`config.mk`:
```
export PLATFORM = sky130hd
export DESIGN_NAME = dwvs_mod64
export DESIGN_NICKNAME = d
export VERILOG_FILES = /design/src/rtl/dwvs_pkg.sv /design/src/rtl/dwvs_mod64.sv
export SDC_FILE = /design/constraint.sdc
export NUM_CORES = 1
export LEC_CHECK = 0
export ABC_AREA = 1
export BUFFER_PORTS_ARGS = -buffer_cell sky130_fd_sc_hd__buf_2
export CORE_MARGIN = 1.5
export CORE_UTILIZATION = 57
export DETAILED_ROUTE_END_ITERATION = 8
export PLACE_DENSITY = 0.84
export SLEW_MARGIN = 5
export SYNTH_ARGS = -nofsm -noshare
export SYNTH_HDL_FRONTEND = slang
export SYNTH_SLANG_ARGS = --single-unit
export TNS_END_PERCENT = 100
```
`constraint.sdc`:
```
create_clock -name i_clk -period 4.2 [get_ports i_clk]
set_input_delay 0.42 -clock i_clk [delete_from_list [all_inputs] [get_ports i_clk]]
set_output_delay 0.42 -clock i_clk [all_outputs]
set_load 0.01 [all_outputs]
```
`src/rtl/dwvs_pkg.sv`:
```
// Package for the degree-weighted vertex sampler: sizes, status codes and
// controller states. No dependencies.
package dwvs_pkg;
    localparam int VertexCount   = 4096;
    localparam int BlockVertices = 64;
    localparam int BlockCount    = 64;
    localparam int VW = $clog2(VertexCount);
    localparam int OW = $clog2(BlockVertices);
    localparam int BW = $clog2(BlockCount);
    localparam int DW = 32;

    typedef enum logic [1:0] {
        ST_OK    = 2'd0,
        ST_EMPTY = 2'd1,
        ST_FAIL  = 2'd2,
        ST_FULL  = 2'd3
    } t_status;

    typedef enum logic [3:0] {
        S_IDLE, S_ADD_RD, S_ADD_WA, S_ADD_RB, S_ADD_WB, S_DIV, S_BRD, S_BCHK,
        S_VRD, S_VCHK, S_OUT
    } t_state;
endpackage

```
`src/rtl/dwvs_mod64.sv`:
```
// Restoring 64 by 32 bit remainder unit, one quotient bit per cycle.
// Depends on dwvs_pkg.
module dwvs_mod64 (
    input  logic                   i_clk,
    input  logic                   i_rst_n,
    input  logic                   i_start,
    input  logic [63:0]            i_dividend,
    input  logic [dwvs_pkg::DW-1:0] i_divisor,
    output logic                   o_done,
    output logic [dwvs_pkg::DW-1:0] o_rem
);
    logic [63:0] r_num, n_num;
    logic [31:0] r_rem, n_rem;
    logic [6:0]  r_cnt, n_cnt;
    logic        r_busy, n_busy;
    logic [32:0] w_try;

    always_comb begin
        n_num  = r_num;
        n_rem  = r_rem;
        n_cnt  = r_cnt;
        n_busy = r_busy;
        w_try  = {r_rem, r_num[63]};
        if (i_start) begin
            n_num  = i_dividend;
            n_rem  = '0;
            n_cnt  = 7'd64;
            n_busy = 1'b1;
        end else if (r_busy) begin
            n_num = {r_num[62:0], 1'b0};
            // The partial remainder stays below the divisor, so 32 bits hold it.
            if (w_try >= {1'b0, i_divisor}) n_rem = w_try[31:0] - i_divisor;
            else n_rem = w_try[31:0];
            n_cnt = r_cnt - 7'd1;
            if (r_cnt == 7'd1) n_busy = 1'b0;
        end
    end

    always_ff @(posedge i_clk) begin
        r_num <= n_num;
        r_rem <= n_rem;
        r_cnt <= n_cnt;
        if (!i_rst_n) r_busy <= 1'b0;
        else r_busy <= n_busy;
    end

    assign o_done = r_busy && (r_cnt == 7'd1) && !i_start;
    assign o_rem  = n_rem;
endmodule

```
# --- Yosys cells after proc, flatten, opt, wreduce, memory -nomap -nowiden ---
# Index checks and enable logic that the tools add are counted.
word_totals:
  regBits: 104
  in_bits: 99
  word_cells: 20
op_classes:
  addsub: 2
  order_cmp: 1
  n_eq_ne: 1
  muxes: 8
  n_reduce_logical: 4
ops:
  columns: ["cell", "n"]
  rows:
  - ["64-bit two-way mux", 2]
  - ["32-bit two-way mux", 3]
  - ["33-bit by 32-bit greater-or-equal comparator with 1-bit output", 1]
  - ["32-bit subtractor", 1]
  - ["7-bit by 1-bit == test with 1-bit output, second input constant", 1]
  - ["7-bit by 1-bit subtractor with 7-bit output, second input constant", 1]
  - ["1-bit two-way mux", 3]
  - ["1-bit logical AND", 2]
  - ["2-bit nonzero test", 1]
  - ["1-bit logical NOT", 1]

# --- Logic depth before layout (Yosys ltp) ---
depth:
  ltp_word: 4
  mapped_depth: 16
  depth_no_buf: 16

# --- Worst setup path after synthesis ---
# OpenSTA, ideal clock, no wires.
synth_timing:
  path_kind: "input to output"
  from: "input i_start"
  to: "output o_rem[11] in the netlist's numbering"
  t_arrival_ns: 3.237
  path_slack_ns: 0.543
  path_stages: 5
  n_path_buf: 2
  cell_sequence: "clkbuf_1 > nor2_1 > inv_1 > clkbuf_1 > o21ai_1"
synth_via:
  elab_chain_len: 1
synth_lines:
  columns: ["element", "line", "source"]
  rows:
  - ["start, declared", "dwvs_mod64.sv:6", "input logic i_start,"]
  - ["32-bit two-way mux", "dwvs_mod64.sv:24", "if (i_start) begin"]
  - ["end, declared", "dwvs_mod64.sv:10", "output logic [dwvs_pkg::DW-1:0] o_rem"]
# Every way passes these cells.

# --- Worst setup path after layout ---
layout_timing:
  from: "register r_rem[5]"
  to: "output o_rem[2] in the netlist's numbering"
layout_via:
  elab_chain_len: 4
layout_lines:
  columns: ["element", "line", "source"]
  rows:
  - ["start, declared", "dwvs_mod64.sv:13", "logic [31:0] r_rem, n_rem;"]
  - ["start signal, assigned", "dwvs_mod64.sv:41", "r_rem <= n_rem;"]
  - ["33-bit by 32-bit greater-or-equal comparator with 1-bit output", "dwvs_mod64.sv:32", "if (w_try >= {1'b0, i_divisor}) n_rem = w_try[31:0] - i_divisor;"]
  - ["32-bit two-way mux", "dwvs_mod64.sv:32", null]
  - ["32-bit two-way mux", "dwvs_mod64.sv:29", "end else if (r_busy) begin"]
  - ["32-bit two-way mux", "dwvs_mod64.sv:24", null]
# Every way passes these cells.

==> impl_table.tex <==
\begin{tabular}{lr}
\hline
Metric & Value \\
\hline
\multicolumn{2}{l}{\textbf{Power}} \\
\quad Areal power density over the cells & around 350 nW/µm² \\
\quad Max rail drop VDD & $\sim$0.24 mV \\
\quad Sw frac & around a third \\
\quad Leakage dissipation & 4.69 nW \\
\quad Net switching power of the design & around 0.94 mW \\
\quad Sequential Power Share & roughly 43\% \\
\quad Cell Int Power & around 1.9 mW \\
\quad Clock share of power & between 30\% and 40\% \\
\quad Logic gate share of total power & a little over a quarter \\
\quad PnR Total Power & between 2 and 3 mW \\
\multicolumn{2}{l}{\textbf{Place}} \\
\quad Instance count after placement with tap cells included & between 1000 and 1500 \\
\quad HPWL Detailed & 13.4 mm \\
\quad Port bufs & between 100 and 150 \\
\quad Final weighted congestion in routability-driven placement & 0.960 \\
\multicolumn{2}{l}{\textbf{Clock network}} \\
\quad Count of hold-fix buffers inserted at cts & 0 \\
\quad Number of setup buffers added after CTS & 0 \\
\quad Cts bufs inserted & 9 \\
\quad Worst-Skew Late Latency & $\sim$360 ps \\
\quad Clock-pin slew on the worst setup and hold paths & about 70 ps \\
\quad Clock net sink count & between 100 and 150 \\
\quad Total number of H-tree levels & 3 \\
\quad Clock tree from TritonCTS & done \\
\quad Clk root buf & sky130\_fd\_sc\_hd\_\_clkbuf\_16 \\
\quad Post-CTS Resized & 0 \\
\quad Clock Tree Buf Depth & 2 \\
\multicolumn{2}{l}{\textbf{Worst hold path}} \\
\quad Hold Crit Class & input port to flip-flop \\
\multicolumn{2}{l}{\textbf{Timing}} \\
\quad Final Hold Vio Count & 0 \\
\quad Headroom to the max-slew limit & approximately 25\% \\
\quad Slew Limit Fails & 0 \\
\quad Worst Max-Slew Pin Slew & between 1000 and 1500 ps \\
\quad Timing-limited maximum frequency & 284 MHz \\
\quad Setup TNS & 0 ps \\
\quad Post-route clock period utilization & roughly 84\% \\
\quad Period minus WS final & 3520 ps \\
\quad Final count of negative-setup-slack endpoints & 0 \\
\quad Largest clock skew in the final design & about 11 ps \\
\quad Setup repair after global routing missed its margin & false \\
\multicolumn{2}{l}{\textbf{Synthesis}} \\
\quad Sequential element share of the synthesized area & 37.8\% \\
\quad Number of warnings printed during yosys synthesis & 0 \\
\quad Synthesized net count & between 1000 and 1500 \\
\quad Post-synthesis area per instance & around 6.5 µm² \\
\quad Cell type with the largest total area after synthesis & sky130\_fd\_sc\_hd\_\_edfxtp\_1 \\
\quad Post-synthesis instance area & roughly 7200 µm² \\
\quad Number of unique standard cell types used by synthesis & 35 \\
\quad Area fraction of the dominant cell type after synthesis & 26.7\% \\
\quad Post-synthesis sequential element count & between 100 and 150 \\
\quad Top area cells in the synthesized netlist & sky130\_fd\_sc\_hd\_\_edfxtp\_1 27\%, sky130\_fd\_sc\_hd\_\_nand2\_1 26\%, sky130\_fd\_sc\_hd\_\_dfxtp\_1 11\% \\
\quad Post-synthesis instance total & $\sim$1100 \\
\multicolumn{2}{l}{\textbf{Global routing}} \\
\quad All-Layer GR Usage & about 27\% \\
\quad First-pass GRT wire length & approximately 28 mm \\
\quad Antenna violations before repair & 0 \\
\quad Overall overflow remaining after global route & 0 \\
\quad Number of global-route vias before repair & between 6000 and 7000 \\
\quad Largest net degree at the start of global routing & between 70 and 80 \\
\multicolumn{2}{l}{\textbf{Die}} \\
\quad Chip height & between 100 and 150 µm \\
\quad Placeable core region & 12200 µm² \\
\quad Area of the die & around 13000 µm² \\
\quad Initial cell density of the core & 59.2\% \\
\quad Number of ports placed on the die boundary & roughly 130 \\
\quad Number of core rows & 40 \\
\quad Die Wd & roughly 120 µm \\
\multicolumn{2}{l}{\textbf{Finish}} \\
\quad Antenna cell count & 0 \\
\quad Area added between synthesis and finish & 14.8\% \\
\quad Final cell count without fillers & 1408 \\
\quad Core occupancy in the finished layout & 68.0\% \\
\quad Final-stage net count & $\sim$1400 \\
\quad Fraction of layout cells with a size suffix above 1 & 14.0\% \\
\multicolumn{2}{l}{\textbf{Status}} \\
\quad Status & complete, no violations \\
\multicolumn{2}{l}{\textbf{Detailed routing}} \\
\quad Iteration count of the initial detailed-routing pass & 5 \\
\quad Routed length per instance & between 10 and 15 µm \\
\quad Initial drt markers & 580 \\
\quad Vias post-DR & around 7000 \\
\quad Total detailed-routing wirelength & $\sim$18 mm \\
\quad Routed vias/inst & $\sim$4.9 \\
\quad Remaining DRCs & 0 \\
\quad Post-route ant nets & 0 \\
\multicolumn{2}{l}{\textbf{Critical path}} \\
\quad Ordered list of cells on the worst path & ha\_1 > nand2\_1 > nand2\_1 > nand2\_1 > nand2\_1 > inv\_2 > nand3\_2 > nand2\_2 > nand2\_2 > a21oi\_2 > buf\_4 > nand2\_1 > nand3\_1 > o21ai\_0 > buf\_2 \\
\quad Delay of the slowest cell on the worst path & approximately 500 ps \\
\quad Cell type of the slowest stage on the worst timing path & sky130\_fd\_sc\_hd\_\_a21oi\_2 \\
\quad Most used cell along the critical path & sky130\_fd\_sc\_hd\_\_nand2\_1 \\
\quad Data arrival time of the critical path & around 3100 ps \\
\quad CP Max Fanout & 20 \\
\quad Reg2reg setup slack & $\sim$1500 ps \\
\quad Crit Path Class & flip-flop to output pin \\
\quad Startpoint kind of the worst setup timing path & flip-flop \\
\quad Required time of the critical path & roughly 3800 ps \\
\quad Critical Path Sink Type & output pin \\
\multicolumn{2}{l}{\textbf{Run}} \\
\quad Number of violations of the max-capacitance limit & 0 \\
\hline
\end{tabular}
-- final timing paths --
| path | start | to | cells past startpoint |
|---|---|---|---|
| worst max-delay path | r_rem[5] | o_rem[2] | 15 |
| worst min register to register | r_cnt[3] | r_cnt[3] | 2 |
| worst max register to register | r_rem[5] | r_rem[2] | 14 |
| worst min-delay path | i_rst_n | r_busy | 3 |
-- worst max-delay path: cells and delay by family, from the launching register on --
| kind | cells | cell delay [ps] |
|---|---|---|
| AO/OA/AOI/OAI | 2 | 610 |
| adder cells (fa/ha/maj) | 1 | 330 |
| buffers and inverters | 3 | 630 |
| flip-flops | 1 | 320 |
| AND/OR/NAND/NOR | 9 | 830 |
-- per-stage QoR --
stage	cell area (µm²)	hold WS, ps	worst slack [ps]
floorplan	7200	443	543
global placement	7970	457	1010
detailed placement	7970	471	879
CTS	8270	293	738
global route	8270	301	429
finish	8270	298	682
-- registers in the layout (all words and copies together) (netlist names) --
signal  flops
r_busy      1
r_cnt       7
r_num      64
r_rem      32
-- per-layer routing --
metal,part of all wire (%),track usage (%)
met1,48,37.7
met2,43,42.6
met3,7.1,5.96
met4,1.9,7.90
met5,0,0
-- placed cells by master (no fill, tap or decap), types with 2 or more instances in the layout --
cell type	n
sky130_fd_sc_hd__inv_1	192
sky130_fd_sc_hd__a21oi_1	24
sky130_fd_sc_hd__xnor2_1	15
sky130_fd_sc_hd__and2_1	2
sky130_fd_sc_hd__clkinvlp_4	2
sky130_fd_sc_hd__nand3b_1	3
sky130_fd_sc_hd__clkbuf_16	9
sky130_fd_sc_hd__dfxtp_1	40
sky130_fd_sc_hd__nand4_1	4
sky130_fd_sc_hd__clkbuf_1	2
sky130_fd_sc_hd__nor2_1	73
sky130_fd_sc_hd__nand2_1	507
sky130_fd_sc_hd__buf_4	6
sky130_fd_sc_hd__nand2_2	6
sky130_fd_sc_hd__nand3_1	69
sky130_fd_sc_hd__nor3_1	2
sky130_fd_sc_hd__nor2_2	6
sky130_fd_sc_hd__o21ai_0	14
sky130_fd_sc_hd__nand3_2	2
sky130_fd_sc_hd__o21ai_1	14
sky130_fd_sc_hd__buf_2	131
sky130_fd_sc_hd__edfxtp_1	64
sky130_fd_sc_hd__ha_1	34
sky130_fd_sc_hd__inv_2	5
-- final cells by class --
class,count,area (µm²)
multi-input combinational,785,3590
sequential,104,2720
clock buffer,11,233
inverter,198,743
tap,168,210
timing repair buffer,137,701
clock inverter,5,65.1
fill,1134,3890
-- cells in the mapped netlist (all sizes together) --
library cell,count
nand2,514
inv,197
nor2,79
nand3,71
edfxtp,64
dfxtp,40
ha,34
o21ai,28
a21oi,25
clkbuf,18
xnor2,15
buf,10
nand4,4
nand3b,3
nor3,3
and2,2
a21o,1
and3,1
clkinv,1
fa,1
nor4,1
o21bai,1
o22ai,1
or2,1
-- power groups by stage --
stage	registers, mW	logic [mW]	clock network, mW
floorplan	1.25	0.566	0
global placement	1.26	0.758	0
detailed placement	1.26	0.769	0
CTS	1.24	0.773	0.879
global route	1.25	0.880	0.916
finish	1.24	0.780	0.864
-- kinds of logic (layout without fill, tap and decap cells) --
kind of cell               count (synthesis)  in the layout  synth area share [%]
AOI/OAI and AO/OA                         56             56                  4.03
xor gates and xnor gates                  15             15                  1.82
adders and majority gates                 35             35                  6.18
buffers and inverters                    226            351                  12.3
DFF                                      104            104                  37.8
and+or+nand+nor                          679            679                  37.9
Note: power is estimated with default switching activity, not from simulation.
